--- src/irpd_pkg.sv ---
// ----------------------------------------------------------------------------
// irpd_pkg
// Shared types and constants for the infrared pulse-width packet decoder.
// ----------------------------------------------------------------------------
`default_nettype none

package irpd_pkg;

  localparam int COUNT_BITS  = 16;
  localparam int GAP_TIMEOUT = 1500;

  localparam int SYM_W     = 16;
  localparam int GAP_REG_W = 11;
  localparam int CFG_W     = 32;
  localparam int CFG_IDX_W = 3;
  localparam int KIND_W    = 3;
  localparam int NUM_SYM   = 6;

  localparam int GAP_W = $clog2(GAP_TIMEOUT + 2);
  localparam int CMP_W = ((COUNT_BITS > SYM_W) ? COUNT_BITS : SYM_W) + 1;
  localparam int GCMP_W = (GAP_W > GAP_REG_W) ? GAP_W : GAP_REG_W;

  localparam logic [KIND_W-1:0] KIND_ERROR = '0;

  typedef enum logic [CFG_IDX_W-1:0] {
    REG_START_NOM = 3'd0,
    REG_TOLERANCE = 3'd1,
    REG_GAP_MIN   = 3'd2,
    REG_GAP_MAX   = 3'd3,
    REG_SYM_12    = 3'd4,
    REG_SYM_34    = 3'd5,
    REG_SYM_56    = 3'd6
  } cfg_reg_e;

  localparam logic [SYM_W-1:0]     RST_START_NOM = 16'd400;
  localparam logic [SYM_W-1:0]     RST_TOLERANCE = 16'd40;
  localparam logic [GAP_REG_W-1:0] RST_GAP_MIN   = 11'd100;
  localparam logic [GAP_REG_W-1:0] RST_GAP_MAX   = 11'd300;
  localparam logic [CFG_W-1:0]     RST_SYM_12    = 32'd13107300;
  localparam logic [CFG_W-1:0]     RST_SYM_34    = 32'd26214700;
  localparam logic [CFG_W-1:0]     RST_SYM_56    = 32'd39322100;

  typedef enum logic [3:0] {
    PH_WAIT_IDLE  = 4'd0,
    PH_IDLE       = 4'd1,
    PH_START_MARK = 4'd2,
    PH_START_GAP  = 4'd3,
    PH_D1_MARK    = 4'd4,
    PH_D1_GAP     = 4'd5,
    PH_D2_MARK    = 4'd6,
    PH_D2_GAP     = 4'd7,
    PH_STOP_MARK  = 4'd8
  } phase_e;

  typedef struct packed {
    logic [SYM_W-1:0]               start_nom;
    logic [SYM_W-1:0]               tolerance;
    logic [GAP_REG_W-1:0]           gap_min;
    logic [GAP_REG_W-1:0]           gap_max;
    logic [NUM_SYM-1:0][SYM_W-1:0]  sym_width;
  } cfg_t;

  typedef struct packed {
    logic              valid;
    logic [KIND_W-1:0] kind;
  } res_t;

endpackage

`default_nettype wire

--- src/irpd_cfg_regs.sv ---
// ----------------------------------------------------------------------------
// irpd_cfg_regs
// Configuration register file: write-only, one register per write.
// ----------------------------------------------------------------------------
`default_nettype none

module irpd_cfg_regs
  import irpd_pkg::*;
(
  input  wire logic                 clk_i,
  input  wire logic                 rst_ni,
  input  wire logic                 cfg_we_i,
  input  wire logic [CFG_IDX_W-1:0] cfg_index_i,
  input  wire logic [CFG_W-1:0]     cfg_wdata_i,
  output cfg_t                      cfg_o
);

  logic [SYM_W-1:0]     start_nom_q, start_nom_d;
  logic [SYM_W-1:0]     tolerance_q, tolerance_d;
  logic [GAP_REG_W-1:0] gap_min_q, gap_min_d;
  logic [GAP_REG_W-1:0] gap_max_q, gap_max_d;
  logic [CFG_W-1:0]     sym_12_q, sym_12_d;
  logic [CFG_W-1:0]     sym_34_q, sym_34_d;
  logic [CFG_W-1:0]     sym_56_q, sym_56_d;

  always_comb begin
    start_nom_d = start_nom_q;
    tolerance_d = tolerance_q;
    gap_min_d   = gap_min_q;
    gap_max_d   = gap_max_q;
    sym_12_d    = sym_12_q;
    sym_34_d    = sym_34_q;
    sym_56_d    = sym_56_q;
    if (cfg_we_i) begin
      unique case (cfg_index_i)
        REG_START_NOM: start_nom_d = cfg_wdata_i[SYM_W-1:0];
        REG_TOLERANCE: tolerance_d = cfg_wdata_i[SYM_W-1:0];
        REG_GAP_MIN:   gap_min_d   = cfg_wdata_i[GAP_REG_W-1:0];
        REG_GAP_MAX:   gap_max_d   = cfg_wdata_i[GAP_REG_W-1:0];
        REG_SYM_12:    sym_12_d    = cfg_wdata_i;
        REG_SYM_34:    sym_34_d    = cfg_wdata_i;
        REG_SYM_56:    sym_56_d    = cfg_wdata_i;
        default:       ;
      endcase
    end
  end

  always_ff @(posedge clk_i or negedge rst_ni) begin
    if (!rst_ni) begin
      start_nom_q <= RST_START_NOM;
      tolerance_q <= RST_TOLERANCE;
      gap_min_q   <= RST_GAP_MIN;
      gap_max_q   <= RST_GAP_MAX;
      sym_12_q    <= RST_SYM_12;
      sym_34_q    <= RST_SYM_34;
      sym_56_q    <= RST_SYM_56;
    end else begin
      start_nom_q <= start_nom_d;
      tolerance_q <= tolerance_d;
      gap_min_q   <= gap_min_d;
      gap_max_q   <= gap_max_d;
      sym_12_q    <= sym_12_d;
      sym_34_q    <= sym_34_d;
      sym_56_q    <= sym_56_d;
    end
  end

  always_comb begin
    cfg_o.start_nom    = start_nom_q;
    cfg_o.tolerance    = tolerance_q;
    cfg_o.gap_min      = gap_min_q;
    cfg_o.gap_max      = gap_max_q;
    cfg_o.sym_width[0] = sym_12_q[SYM_W-1:0];
    cfg_o.sym_width[1] = sym_12_q[CFG_W-1:SYM_W];
    cfg_o.sym_width[2] = sym_34_q[SYM_W-1:0];
    cfg_o.sym_width[3] = sym_34_q[CFG_W-1:SYM_W];
    cfg_o.sym_width[4] = sym_56_q[SYM_W-1:0];
    cfg_o.sym_width[5] = sym_56_q[CFG_W-1:SYM_W];
  end

endmodule

`default_nettype wire

--- src/irpd_classify.sv ---
// ----------------------------------------------------------------------------
// irpd_classify
// Frame classifier: start mark tolerance check and symbol match of both
// data marks against the six nominal widths.
// ----------------------------------------------------------------------------
`default_nettype none

module irpd_classify
  import irpd_pkg::*;
(
  input  cfg_t                        cfg_i,
  input  wire logic [COUNT_BITS-1:0]  start_count_i,
  input  wire logic [COUNT_BITS-1:0]  first_count_i,
  input  wire logic [COUNT_BITS-1:0]  second_count_i,
  output logic      [KIND_W-1:0]      kind_o
);

  function automatic logic fits_strict(input logic [CMP_W-1:0] d,
                                       input logic [CMP_W-1:0] w,
                                       input logic [CMP_W-1:0] t);
    return ((d + t) > w) && (d < (w + t));
  endfunction

  logic [CMP_W-1:0] s_ext, nom_ext, tol_ext, d1_ext, d2_ext;
  logic             start_ok;

  assign s_ext   = CMP_W'(start_count_i);
  assign d1_ext  = CMP_W'(first_count_i);
  assign d2_ext  = CMP_W'(second_count_i);
  assign nom_ext = CMP_W'(cfg_i.start_nom);
  assign tol_ext = CMP_W'(cfg_i.tolerance);

  assign start_ok = !(s_ext > (nom_ext + tol_ext)) && !((s_ext + tol_ext) < nom_ext);

  always_comb begin
    logic [CMP_W-1:0] w_ext;
    kind_o = KIND_ERROR;
    // lowest matching symbol wins
    for (int k = NUM_SYM - 1; k >= 0; k--) begin
      w_ext = CMP_W'(cfg_i.sym_width[k]);
      if (fits_strict(d1_ext, w_ext, tol_ext) && fits_strict(d2_ext, w_ext, tol_ext)) begin
        kind_o = KIND_W'(k + 1);
      end
    end
    if (!start_ok) begin
      kind_o = KIND_ERROR;
    end
  end

endmodule

`default_nettype wire

--- src/irpd_fsm.sv ---
// ----------------------------------------------------------------------------
// irpd_fsm
// Frame phase tracker: mark and gap counters, start gap window check and
// result request on frame end.
// ----------------------------------------------------------------------------
`default_nettype none

module irpd_fsm
  import irpd_pkg::*;
(
  input  wire logic clk_i,
  input  wire logic rst_ni,
  input  wire logic step_i,
  input  wire logic level_i,
  input  cfg_t      cfg_i,
  output res_t      res_o
);

  localparam logic [GAP_W-1:0]      GAP_LIMIT = GAP_W'(GAP_TIMEOUT);
  localparam logic [COUNT_BITS-1:0] COUNT_MAX = '1;
  localparam logic [COUNT_BITS-1:0] COUNT_ONE = COUNT_BITS'(1);
  localparam logic [GAP_W-1:0]      GAP_ONE   = GAP_W'(1);

  phase_e                phase_q, phase_d;
  logic [COUNT_BITS-1:0] start_q, start_d;
  logic [COUNT_BITS-1:0] first_q, first_d;
  logic [COUNT_BITS-1:0] second_q, second_d;
  logic [GAP_W-1:0]      gap_q, gap_d;

  logic [GAP_W-1:0]      gap_inc;
  logic [GAP_W-1:0]      gap_eval;
  logic                  timeout;
  logic                  gap_bad;
  logic                  idle;
  logic [KIND_W-1:0]     kind;

  assign idle     = level_i;
  assign gap_inc  = gap_q + GAP_ONE;
  assign timeout  = gap_inc > GAP_LIMIT;
  assign gap_eval = idle ? gap_inc : gap_q;
  assign gap_bad  = (GCMP_W'(gap_eval) > GCMP_W'(cfg_i.gap_max))
                 || (GCMP_W'(gap_eval) < GCMP_W'(cfg_i.gap_min));

  irpd_classify u_classify (
    .cfg_i          (cfg_i),
    .start_count_i  (start_q),
    .first_count_i  (first_q),
    .second_count_i (second_q),
    .kind_o         (kind)
  );

  // next phase
  always_comb begin
    phase_d = phase_q;
    if (step_i) begin
      unique case (phase_q)
        PH_WAIT_IDLE:  if (idle) phase_d = PH_IDLE;
        PH_IDLE:       if (!idle) phase_d = PH_START_MARK;
        PH_START_MARK: if (idle) phase_d = PH_START_GAP;
        PH_START_GAP: begin
          if (!idle || timeout) begin
            if (gap_bad) begin
              phase_d = idle ? PH_IDLE : PH_WAIT_IDLE;
            end else begin
              phase_d = PH_D1_MARK;
            end
          end
        end
        PH_D1_MARK:    if (idle) phase_d = PH_D1_GAP;
        PH_D1_GAP:     if (!idle || timeout) phase_d = PH_D2_MARK;
        PH_D2_MARK:    if (idle) phase_d = PH_D2_GAP;
        PH_D2_GAP: begin
          if (!idle) begin
            phase_d = PH_STOP_MARK;
          end else if (timeout) begin
            phase_d = PH_IDLE;
          end
        end
        PH_STOP_MARK:  if (idle) phase_d = PH_IDLE;
        default:       phase_d = PH_WAIT_IDLE;
      endcase
    end
  end

  // counters and result request
  always_comb begin
    start_d   = start_q;
    first_d   = first_q;
    second_d  = second_q;
    gap_d     = gap_q;
    res_o     = '0;
    res_o.kind = kind;
    if (step_i) begin
      unique case (phase_q)
        PH_WAIT_IDLE: ;
        PH_IDLE: begin
          if (!idle) begin
            start_d  = COUNT_ONE;
            first_d  = '0;
            second_d = '0;
            gap_d    = '0;
          end
        end
        PH_START_MARK: begin
          if (!idle) begin
            start_d = (start_q == COUNT_MAX) ? start_q : start_q + COUNT_ONE;
          end else begin
            gap_d = GAP_ONE;
          end
        end
        PH_START_GAP: begin
          if (idle && !timeout) begin
            gap_d = gap_inc;
          end else if (gap_bad) begin
            res_o.valid = 1'b1;
            res_o.kind  = KIND_ERROR;
            start_d     = '0;
            first_d     = '0;
            second_d    = '0;
            gap_d       = '0;
          end else begin
            gap_d   = '0;
            first_d = idle ? '0 : COUNT_ONE;
          end
        end
        PH_D1_MARK: begin
          if (!idle) begin
            first_d = (first_q == COUNT_MAX) ? first_q : first_q + COUNT_ONE;
          end else begin
            gap_d = GAP_ONE;
          end
        end
        PH_D1_GAP: begin
          if (!idle) begin
            gap_d    = '0;
            second_d = COUNT_ONE;
          end else if (timeout) begin
            gap_d = '0;
          end else begin
            gap_d = gap_inc;
          end
        end
        PH_D2_MARK: begin
          if (!idle) begin
            second_d = (second_q == COUNT_MAX) ? second_q : second_q + COUNT_ONE;
          end else begin
            gap_d = GAP_ONE;
          end
        end
        PH_D2_GAP: begin
          if (!idle) begin
            gap_d = '0;
          end else if (timeout) begin
            res_o.valid = 1'b1;
            start_d     = '0;
            first_d     = '0;
            second_d    = '0;
            gap_d       = '0;
          end else begin
            gap_d = gap_inc;
          end
        end
        PH_STOP_MARK: begin
          if (idle) begin
            res_o.valid = 1'b1;
            start_d     = '0;
            first_d     = '0;
            second_d    = '0;
            gap_d       = '0;
          end
        end
        default: begin
          start_d  = '0;
          first_d  = '0;
          second_d = '0;
          gap_d    = '0;
        end
      endcase
    end
  end

  always_ff @(posedge clk_i or negedge rst_ni) begin
    if (!rst_ni) begin
      phase_q  <= PH_WAIT_IDLE;
      start_q  <= '0;
      first_q  <= '0;
      second_q <= '0;
      gap_q    <= '0;
    end else begin
      phase_q  <= phase_d;
      start_q  <= start_d;
      first_q  <= first_d;
      second_q <= second_d;
      gap_q    <= gap_d;
    end
  end

  a_res_phase: assert property (@(posedge clk_i) disable iff (!rst_ni)
    res_o.valid |-> (phase_q == PH_START_GAP || phase_q == PH_D2_GAP
                     || phase_q == PH_STOP_MARK))
    else $error("result request outside a frame-ending phase");

  a_gap_bound: assert property (@(posedge clk_i) disable iff (!rst_ni)
    gap_q <= GAP_LIMIT)
    else $error("gap counter beyond timeout");

  a_res_clears: assert property (@(posedge clk_i) disable iff (!rst_ni)
    res_o.valid |=> (start_q == '0 && first_q == '0 && second_q == '0
                     && gap_q == '0 && phase_q != PH_START_MARK))
    else $error("counters not cleared after result");

endmodule

`default_nettype wire

--- src/ir_pulse_width_packet_decoder_unit.sv ---
// ----------------------------------------------------------------------------
// ir_pulse_width_packet_decoder_unit
// Infrared pulse-width packet decoder: one receiver sample per request,
// one packet kind per decoded or rejected frame.
// ----------------------------------------------------------------------------
//  channel  | dir | tdata bits (low first)      | note
//  s_axis   | in  | [0] ir_level, [7:1] zero    | one sample per request
//  m_axis   | out | [2:0] packet_kind, [7:3] 0  | 0 error, 1..6 symbol
//  cfg      | in  | we, index[2:0], wdata[31:0] | write only, no wait
//
//  One sample is taken every cycle unless a held result stalls the input;
//  the sample that ends a frame passes the input register, then the phase
//  logic into the result register. Reset loads the default registers and
//  waits for an idle line. While m_axis_tready_i is low with a result held,
//  the phase logic halts and the input register holds one further sample.
// ----------------------------------------------------------------------------
`default_nettype none

module ir_pulse_width_packet_decoder_unit
  import irpd_pkg::*;
(
  input  wire logic                 clk_i,
  input  wire logic                 rst_ni,
  input  wire logic                 s_axis_tvalid_i,
  output logic                      s_axis_tready_o,
  input  wire logic [7:0]           s_axis_tdata_i,   // [0] ir_level
  output logic                      m_axis_tvalid_o,
  input  wire logic                 m_axis_tready_i,
  output logic      [7:0]           m_axis_tdata_o,   // [2:0] packet_kind
  input  wire logic                 cfg_we_i,
  input  wire logic [CFG_IDX_W-1:0] cfg_index_i,
  input  wire logic [CFG_W-1:0]     cfg_wdata_i
);

  cfg_t              cfg;
  res_t              res;
  logic              in_valid_q, in_valid_d;
  logic              in_level_q;
  logic              out_valid_q, out_valid_d;
  logic [KIND_W-1:0] out_kind_q;
  logic              in_take;
  logic              consume;

  irpd_cfg_regs u_cfg_regs (
    .clk_i       (clk_i),
    .rst_ni      (rst_ni),
    .cfg_we_i    (cfg_we_i),
    .cfg_index_i (cfg_index_i),
    .cfg_wdata_i (cfg_wdata_i),
    .cfg_o       (cfg)
  );

  assign consume         = in_valid_q && (!out_valid_q || m_axis_tready_i);
  assign s_axis_tready_o = !in_valid_q || consume;
  assign in_take         = s_axis_tvalid_i && s_axis_tready_o;

  irpd_fsm u_fsm (
    .clk_i   (clk_i),
    .rst_ni  (rst_ni),
    .step_i  (consume),
    .level_i (in_level_q),
    .cfg_i   (cfg),
    .res_o   (res)
  );

  always_comb begin
    in_valid_d = in_valid_q;
    if (in_take) begin
      in_valid_d = 1'b1;
    end else if (consume) begin
      in_valid_d = 1'b0;
    end
  end

  always_comb begin
    out_valid_d = out_valid_q;
    if (res.valid) begin
      out_valid_d = 1'b1;
    end else if (m_axis_tready_i) begin
      out_valid_d = 1'b0;
    end
  end

  always_ff @(posedge clk_i or negedge rst_ni) begin
    if (!rst_ni) begin
      in_valid_q  <= 1'b0;
      out_valid_q <= 1'b0;
    end else begin
      in_valid_q  <= in_valid_d;
      out_valid_q <= out_valid_d;
    end
  end

  always_ff @(posedge clk_i) begin
    if (in_take) begin
      in_level_q <= s_axis_tdata_i[0];
    end
    if (res.valid) begin
      out_kind_q <= res.kind;
    end
  end

  assign m_axis_tvalid_o = out_valid_q;
  assign m_axis_tdata_o  = {{(8 - KIND_W){1'b0}}, out_kind_q};

  a_ready_when_empty: assert property (@(posedge clk_i) disable iff (!rst_ni)
    !s_axis_tready_o |-> in_valid_q)
    else $error("input stalled with empty input register");

  a_no_overwrite: assert property (@(posedge clk_i) disable iff (!rst_ni)
    (out_valid_q && !m_axis_tready_i) |-> !res.valid)
    else $error("result overwrites a held result");

endmodule

`default_nettype wire
--- config.mk ---
export PLATFORM = sky130hd
export DESIGN_NAME = ir_pulse_width_packet_decoder_unit
export DESIGN_NICKNAME = d
export VERILOG_FILES = /design/src/irpd_pkg.sv /design/src/irpd_cfg_regs.sv /design/src/irpd_classify.sv /design/src/irpd_fsm.sv /design/src/ir_pulse_width_packet_decoder_unit.sv
export SDC_FILE = /design/constraint.sdc
export NUM_CORES = 1
export LEC_CHECK = 0
export ABC_AREA = 1
export BUFFER_PORTS_ARGS = -buffer_cell sky130_fd_sc_hd__buf_2
export CORE_AREA = 2 2 302 215
export CTS_BUF_LIST = sky130_fd_sc_hd__clkbuf_8
export CTS_CLUSTER_SIZE = 12
export DETAILED_ROUTE_END_ITERATION = 16
export DIE_AREA = 0 0 304 217
export PLACE_DENSITY = 0.67
export SLEW_MARGIN = 20
export SYNTH_ARGS = -nofsm -noshare
export SYNTH_HDL_FRONTEND = slang
export SYNTH_HIERARCHICAL = 1
export SYNTH_SLANG_ARGS = --single-unit
--- constraint.sdc ---
create_clock -name clk_i -period 9 [get_ports clk_i]
set_input_delay 0.9 -clock clk_i [delete_from_list [all_inputs] [get_ports clk_i]]
set_output_delay 0.9 -clock clk_i [all_outputs]
set_load 0.005 [all_outputs]
* After elaboration in Yosys (flattened, before gate mapping)
Index checks and enable logic that the tools add are counted.
** Storage, ports and cells
- Word-level logic and storage cells :: 213
- Bits of input ports :: 48
- Register bits after elaboration :: 219
** Cells by class
- Add/subtract/negate cells :: 14
- Reduce and logical (&&, ||, !) cells :: 54
- Muxes and demuxes :: 58
- Equality and inequality tests :: 38
- Bitwise operators :: 4
- $lt $le $gt $ge :: 29
** Operators with widths (count)
- 16-bit 2-to-1 mux :: 15
- 17-bit by 16-bit greater-than comparator with 1-bit output :: 12
- 16-bit by 17-bit less-than comparator with 1-bit output :: 12
- 16-bit one-hot mux with 6 select lines :: 2
- 16-bit by 16-bit adder with 17-bit output :: 10
- 16-bit one-hot mux with 7 select lines :: 1
- 11-bit 2-to-1 mux :: 7
- 11-bit one-hot mux with 6 select lines :: 1
- 4-bit 2-to-1 mux :: 13
- 16-bit by 1-bit adder with 16-bit output, second input constant :: 3
- 16-bit equality test, second input constant :: 3
- 4-bit one-hot mux with 8 select lines :: 1
- 2-bit != test, second input constant :: 14
- 3-bit 2-to-1 mux :: 8
- 1-bit logical AND :: 22
- 9-bit AND reduction :: 2
- 16-bit by 17-bit greater-than comparator with 1-bit output :: 1
- 17-bit by 16-bit less-than comparator with 1-bit output :: 1
- 4-bit by 3-bit equality test with 1-bit output, second input constant :: 4
- 2-bit AND reduction :: 7
- 2-bit by 1-bit != test with 1-bit output, second input constant :: 6
- 11-bit by 1-bit adder with 11-bit output, second input constant :: 1
- 11-bit greater-than comparator :: 1
- 11-bit greater-than comparator, second input constant :: 1
- 22 further kinds :: 49

* Longest topological paths before layout
Gate-level depths: netlist (run 1).
- Depth after elaboration :: 16
- Depth in mapped cells :: 32
- Gate-level depth less buffers :: 32

* Hierarchy
The synthesis (run 1) kept the hierarchy.
** Modules (own cells, without submodules)
- irpd_classify :: cells an instance 2464, area an instance 16477.1 um^2, seq. area each 0.0 um^2, times used 1
- irpd_cfg_regs :: cells an instance 660, area an instance 5864.4 um^2, seq. area each 3797.4 um^2, times used 1
- irpd_fsm :: cells an instance 807, area an instance 5505.3 um^2, seq. area each 1576.5 um^2, times used 1
- ir_pulse_width_packet_decoder_unit :: cells an instance 20, area an instance 256.5 um^2, seq. area each 170.2 um^2, times used 1

* Worst setup path before layout (run 1)
No wires, ideal clock.
- Path kind :: reg-to-reg
- Start :: register u_cfg_regs.tolerance_q[1]
- End :: register out_kind_q[2], data pin
- Arrival :: 3896 ps
- Setup slack :: 4855 ps
- Required time :: 8750 ps
- Period minus slack after synthesis :: 4145 ps
- Stages on the path, launching flop included :: 25
- Cells stage by stage :: dfrtp_1 > inv_1 > fa_1 > o211ai_2 > nand2_1 > nand2_2 > nand3_1 > nand2_1 > nand3_1 > nand2_1 > a31oi_1 > xnor2_1 > ha_1 > nand2_1 > nor4_1 > nand2_1 > nor3_1 > o21bai_1 > a21oi_1 > nand3_1 > nand3_1 > nand2_1 > nor2_1 > nand2_1 > inv_1
** RTL lines
- from (decl) :: line irpd_cfg_regs.sv:19 : logic [SYM_W-1:0] tolerance_q, tolerance_d;
- from (signal assigned) :: line irpd_cfg_regs.sv:59 : tolerance_q <= tolerance_d;
- to (signal assigned) :: line ir_pulse_width_packet_decoder_unit.sv:99 : out_kind_q <= res.kind;
- to (decl) :: line ir_pulse_width_packet_decoder_unit.sv:40 : logic [KIND_W-1:0] out_kind_q;

==> reports/metrics.cfg, run 1 <==
[yosys]
synth_seq_cells = 219
syn_area_per_cell_um2 = 7.11
yosysMostFrequentCell = nand2_1
synth_simple_gate_area_share_pct = 28.3
async_flop_share_pct = 98.2
synthXorXnorAreaFrac_pct = 4.79
synth_area_leaders = ha_1, dfrtp_1, nand2_1, inv_1, a21oi_1
synth_top_family_by_area = simple AND/OR/NAND/NOR gates
synth-edff-count = 4
yosysSeqAreaShare_pct = 19.7
netlist.area_leader.share_pct = 26.2
netlist_area_mm2 = 0.0281
synth_mux_area_share_pct = 0
synthCells = 3951
ys_top_cells_by_count = nand2_1, ha_1, inv_1, a21oi_1, nor2_1
ys.flop_type = dfrtp_1
synth.distinct_cells = 71
synth_compound_area_share_pct = 12.8
synth_warnings = 6
synth_top_area_cell = ha_1
synth_fa_ha_area_share_pct = 26.9

[detailed_routing]
wl_per_cell_um = 20.5
drt_wl_total_mm = 100
dr.pass1.iters = 6
ant_nets = 0
via_per_inst = 5.66
first_iter_violations = 3424
drc = 0
vias = 27700

[worst_setup_path]
worstReg2RegStart = u_cfg_regs/tolerance_q[0]$_DFFE_PN0P_
crit_arrival_ns = 6.56
path_max_fanout = 11
r2r_slack_ns = 2.97
crit_start = u_cfg_regs/tolerance_q[0]$_DFFE_PN0P_
r2r_end = out_kind_q[2]$_DFFE_PP_
crit_required_ns = 9.53
crit_type = reg2reg
start_kind = register
critPathCaptureType = register
cp-endpoint = out_kind_q[2]$_DFFE_PP_
r2r_cells = 27

[clocking]
root_buffer = clkbuf_8
cts_tree = yes
cts_made_buffers = 43
cts_hold_buf = 0
cts_setup_buffers = 0
clockBufferDepth = 3
cts_sinks = 219
cts_max_level = 2
clk_pin_slew_ns = 0.07
insertion_delay_ns = 0.65
cts-resized-gates = 0

[floorplanning]
coreArea_mm2 = 0.0635
io_pins = 58
dieWidth_um = 304
die_h_um = 217
initial_core_util_pct = 44.2
rows = 78
dieArea_mm2 = 0.0660

[timing]
fmax_mhz = 166
relSlewSlack_pct = 20.8
period_share_pct = 67.0
tightest_slew_ns = 1.18
post-route-min-period_ns = 6.03
rsz0062_at_grt = no
fin_tns_setup_ns = 0
setup_viol = 0
finClkSkew_ns = 0.0274
hold_viol_final = 0
slew_violations = 0

[place]
place_area_mm2 = 0.0294
gp_congestion = 1.04
portBuffers = 45
post-dp-hpwl_mm = 76.6
dp.cells = 4821

[global_routing]
grt_first_pass_wirelength_mm = 151
grt_max_degree = 104
overflow = 0
grt_pass1_vias = 24400
grt_usage_pct = 30.0
antenna_found_initial = 1

[cells_and_area]
final_cell_area_mm2 = 0.0303
instances_no_fill = 4902
nets = 4673
drive_gt1_share_pct = 7.36
nFillCells = 6403
area_delta_synth_final_pct = 7.65

[run_status]
status = finished clean

[power_and_ir_drop]
p_leak_nw = 16.5
cellPowerDensity_mw_per_mm2 = 216
ir_worst_vdd_v = 0.000136

[flow_run]
max_cap_viol_count = 0

[worst_hold_path]
hold_class = in2async

==> sequential cells by signal, indices dropped and copies added, names as in the netlist <==
name,cells
u_fsm/gap_q,11
out_kind_q,3
u_cfg_regs/gap_max_q,11
u_fsm/second_q,16
u_fsm/phase_q,4
u_cfg_regs/sym_12_q,32
u_cfg_regs/start_nom_q,16
in_level_q,1
u_cfg_regs/sym_56_q,32
u_fsm/first_q,16
u_fsm/start_q,16
u_cfg_regs/tolerance_q,16
in_valid_q,1
u_cfg_regs/gap_min_q,11
m_axis_tvalid_o,1
u_cfg_regs/sym_34_q,32
==> stage by stage <==
step	utilization [%]	hold WS [ns]	total power [W]	setup WS, ns
CTS	47.6	0.323	0.00641	3.19
global placement	46.2	0.453	0.00522	3.24
detailed placement	46.2	0.458	0.00531	3.21
global route	47.6	0.385	0.00708	2.81
finish	47.6	0.282	0.00653	2.97
floorplan	-	0.442	0.00418	4.85
==> cell usage in the layout, fill, tap and decap left out, types with 7 or more instances in the layout <==
| cell | n |
|---|---|
| dfstp_2 | 35 |
| nor4_1 | 11 |
| o21ai_1 | 18 |
| nand3_1 | 205 |
| inv_2 | 10 |
| o31ai_1 | 9 |
| o21a_1 | 12 |
| clkinv_2 | 11 |
| buf_4 | 48 |
| nand2_1 | 1154 |
| a21o_1 | 18 |
| xor2_1 | 94 |
| a21oi_2 | 7 |
| inv_1 | 455 |
| clkbuf_8 | 48 |
| ha_1 | 589 |
| nor2_1 | 226 |
| nor3_1 | 85 |
| a211oi_1 | 20 |
| nand4_1 | 105 |
| nor2_2 | 9 |
| a31oi_1 | 24 |
| xnor2_1 | 58 |
| a21boi_1 | 7 |
| fa_1 | 10 |
| o21ai_0 | 95 |
| nand3b_1 | 10 |
| buf_2 | 44 |
| a21oi_1 | 308 |
| dfrtp_1 | 180 |
| nand2_2 | 20 |
| o21bai_2 | 21 |
| o21bai_1 | 28 |
==> how the worst min path moves through the flow <==
stage                                    startpoint                                   end  slack [ns]  depth (start not counted)
2_1_floorplan  u_cfg_regs/gap_min_q[10]$_DFFE_PN0P_  u_cfg_regs/gap_min_q[10]$_DFFE_PN0P_        0.44                          2
3_3_place_gp    u_cfg_regs/gap_min_q[2]$_DFFE_PN1P_   u_cfg_regs/gap_min_q[2]$_DFFE_PN1P_        0.45                          2
3_5_place_dp    u_cfg_regs/gap_min_q[4]$_DFFE_PN0P_   u_cfg_regs/gap_min_q[4]$_DFFE_PN0P_        0.46                          2
4_1_cts                                      rst_ni   u_cfg_regs/sym_34_q[11]$_DFFE_PN0P_        0.32                          1
5_1_grt                                      rst_ni   u_cfg_regs/sym_34_q[14]$_DFFE_PN0P_        0.38                          1
6_report                                     rst_ni            u_fsm/gap_q[3]$_DFFE_PN0P_        0.28                          1
==> cell type report <==
cell class / count / area, um^2 / area share [%]
well taps: 840 / 1050 / 3.47
flip-flops and latches: 219 / 5540 / 18.3
repair buffers: 93 / 596 / 1.97
multi-input cells: 3218 / 20500 / 67.8
diodes: 1 / 2.50 / 0.00827
clock buffers: 48 / 661 / 2.18
clock inverters: 32 / 210 / 0.695
inverters: 451 / 1690 / 5.60
==> report_power, final <==
group	internal (W)	switching, W	total [W]
Combinational	0.00137	0.00270	0.00407
Sequential	0.00116	0.000221	0.00138
Clock	0.000554	0.000520	0.00107
Total	0.00309	0.00344	0.00653
==> logic make-up after synthesis <==
kind of cell	after synthesis
and+or+nand+nor	1858
adders and majority gates	599
xor gates and xnor gates	153
other	1
buffers and inverters	518
AOI/OAI and AO/OA	603
DFF	219
==> worst max-delay path, cell delays in order (launching register included) <==
cell and delay (ns):
dfrtp_1 0.73, ha_1 0.25, inv_1 0.07, fa_1 0.42
o211ai_2 0.27, nand2_1 0.10, nand2_2 0.14, nand3_1 0.09
nand2_1 0.11, nand3_1 0.08, nand2_1 0.12, xor2_1 0.69
ha_1 0.24, inv_1 0.05, nor3_1 0.67, nand3_1 0.15
nor3b_1 0.51, nand3_2 0.11, o21a_1 0.15, nand2_1 0.07
nor2_1 0.05, nand2_1 0.17, nand2_1 0.09, inv_2 0.07
nand2_1 0.05, nor2_1 0.30, nand2_1 0.09, inv_1 0.06
==> routing by layer <==
metal / routed length, um / track usage [%] / up-vias
met5: 0 / 0 / -
met4: 2150 / 6.85 / 0
met3: 13000 / 8.41 / 136
met2: 37000 / 39.9 / 1405
met1: 48300 / 46.6 / 12800
li1: - / - / 13400
(Power assumes the default switching activity.)
==> inputs of run 2 (changes only) <==
Clock period 9 ns to 6.3 ns, I/O delays scaled along.
==> run 2 against run 1 <==
  * The run now ends with hold timing left
  * Clock skew shrank 0.0013 ns
  * Non-clock buffer count grew 4
  * Die area is the same
  * Sequential share of layout area shrank 0.11 points
  * Count of clock-buffer cells in the layout grew 5
  * Register-to-register slack lost 2.1 ns
  * Final cell count is essentially flat
  * Final area grew 0.62%
  * Fmax grew 11%
  * Highest routed layer is now met5
==> reports/metrics.cfg, run 2 (synthesis results as in run 1) <==
[worst_setup_path]
r2r_cells = 31  ; +15%
worstReg2RegStart = u_cfg_regs/tolerance_q[0]$_DFFE_PN0P_
r2r_end = out_kind_q[2]$_DFFE_PP_
crit_required_ns = 6.82  ; -2.71 ns
crit_type = reg2reg
crit_slowest_cell = xor2_1
start_kind = register
crit_arrival_ns = 5.94  ; -0.62 ns
path_max_fanout = 11  ; unchanged
slowest_delay_ns = 0.81  ; +0.08 ns
critPathCaptureType = register
r2r_slack_ns = 0.88  ; -2.09 ns
critPathMostFrequentCell = nand2_1

[timing]
slew_violations = 0  ; unchanged
fin_tns_setup_ns = 0  ; unchanged
tightest_slew_ns = 1.20  ; +0.0234 ns
setup_viol = 0  ; unchanged
fmax_mhz = 184  ; +11%
hold_viol_final = 19  ; +19
relSlewSlack_pct = 19.5  ; -1.3 points
period_share_pct = 86.1  ; +19 points
holdWs_ns = -0.0467  ; -0.329 ns
rsz0062_at_grt = no
post-route-min-period_ns = 5.42  ; -0.610 ns
finClkSkew_ns = 0.0262  ; -0.00127 ns
setup_ws_ns = 0.878  ; -2.09 ns

[place]
portBuffers = 45  ; unchanged
place_ws_ns = 1.15  ; -2.06 ns
post-dp-hpwl_mm = 79.6  ; +4.0%
gp_congestion = 0.995  ; -4.0%
place_area_mm2 = 0.0294  ; +0.14%
dp.cells = 4825  ; +0.083%

[cells_and_area]
mostFrequentLayoutCell = nand2_1
seq_area_mm2 = 0.00554  ; unchanged
largestRegisters = u_cfg_regs/sym_12_q: 32 flops, u_cfg_regs/sym_34_q: 32 flops, u_cfg_regs/sym_56_q: 32 flops
nets = 4677  ; +0.086%
area_delta_synth_final_pct = 8.32
mostFrequentLayoutCells = nand2_1, ha_1, inv_1, a21oi_1, nor2_1
nFillCells = 6422  ; +0.30%
multi_input_area_mm2 = 0.0205  ; unchanged
drive_gt1_share_pct = 7.58  ; +0.22 points
final_cell_area_mm2 = 0.0304  ; +0.62%
instances_no_fill = 4906  ; +0.082%

[detailed_routing]
first_iter_violations = 3912  ; +14%
vias = 28000  ; +1.0%
ant_nets = 0  ; unchanged
via_per_inst = 5.71  ; +0.93%
dr.pass1.iters = 7  ; +1
drc = 0  ; unchanged
wl_per_cell_um = 21.0  ; +2.2%
drt_wl_total_mm = 103  ; +2.3%

[floorplanning]
io_pins = 58  ; unchanged
dieWidth_um = 304  ; unchanged
die_h_um = 217  ; unchanged
coreArea_mm2 = 0.0635  ; unchanged
initial_core_util_pct = 44.2  ; unchanged
rows = 78  ; unchanged
dieArea_mm2 = 0.0660  ; unchanged

[clocking]
cts_sinks = 219  ; unchanged
cts-resized-gates = 0  ; unchanged
cts_hold_buf = 0  ; unchanged
clockBufferDepth = 3  ; unchanged
insertion_delay_ns = 0.65  ; about the same
cts_made_buffers = 43  ; unchanged
cts_setup_buffers = 0  ; unchanged
cts_max_level = 2  ; unchanged
cts_tree = yes
root_buffer = clkbuf_8
clk_pin_slew_ns = 0.06  ; about the same

[global_routing]
grt_pass1_vias = 24800  ; +1.4%
antenna_found_initial = 2  ; +1
grt_usage_pct = 30.6  ; +0.55 points
grt_first_pass_wirelength_mm = 154  ; +1.6%
grt_max_degree = 119  ; +14%
overflow = 0  ; unchanged

[power_and_ir_drop]
cellPowerDensity_mw_per_mm2 = 316  ; +46%
p_leak_nw = 16.6  ; +0.44%
ir_worst_vdd_v = 0.000184  ; +36%

[flow_run]
max_cap_viol_count = 0  ; unchanged

[run_status]
violations = hold timing
status = finished, violations left

[worst_hold_path]
hold_class = in2async

run 2: layout make-up:
cell class	count	area share (%)
Multi-Input combinational cell	3218	67.3
Sequential cell	219	18.2
Inverter	451	5.56
Tap cell	840	3.45
Clock buffer	53	2.40
Timing Repair Buffer	97	2.10
Clock inverter	26	0.933
Antenna cell	2	0.0164
run 2: stage by stage:
step / util [%] / hold slack (ns) / power [W]
floorplan: - / 0.334 / 0.00597
global placement: 46.3 / 0.456 / 0.00748
detailed placement: 46.3 / 0.456 / 0.00759
CTS: 47.9 / 0.0265 / 0.00939
global route: 47.9 / 0.0667 / 0.0104
finish: 47.9 / -0.0467 / 0.00961
run 2: worst max path at each step:
stage	startpoint	endpoint	slack [ns]
detailed placement	u_cfg_regs/tolerance_q[0]$_DFFE_PN0P_	out_kind_q[2]$_DFFE_PP_	1.15
global placement	u_cfg_regs/tolerance_q[0]$_DFFE_PN0P_	out_kind_q[0]$_DFFE_PP_	1.18
finish	u_cfg_regs/tolerance_q[0]$_DFFE_PN0P_	out_kind_q[2]$_DFFE_PP_	0.88
floorplan	u_cfg_regs/tolerance_q[1]$_DFFE_PN0P_	out_kind_q[2]$_DFFE_PP_	2.15
CTS	u_cfg_regs/tolerance_q[0]$_DFFE_PN0P_	out_kind_q[2]$_DFFE_PP_	1.11
global route	u_fsm/first_q[2]$_DFFE_PN0P_	out_kind_q[2]$_DFFE_PP_	0.60
run 2: report_power, final:
part           switching, W  internal [W]
combinational       0.00385       0.00197
sequential         0.000372       0.00166
clock              0.000750       0.00101
run 2: metal layers:
layer / vias to the layer above / wire length (um) / track usage [%]
li1: 13500 / - / -
met5: - / 85 / 0.945
met4: 2 / 2690 / 8.42
met2: 1594 / 37200 / 39.6
met1: 12800 / 47900 / 47.7
met3: 156 / 14900 / 8.58
run 2: critical path: cells and delay by family (launching register included):
kind | cells | cell delay (ns)
AOI/OAI and AO/OA | 1 | 0.21
xor gates and xnor gates | 1 | 0.81
adders and majority gates | 3 | 0.94
buffers and inverters | 2 | 0.12
DFF | 1 | 0.70
and+or+nand+nor | 24 | 2.51
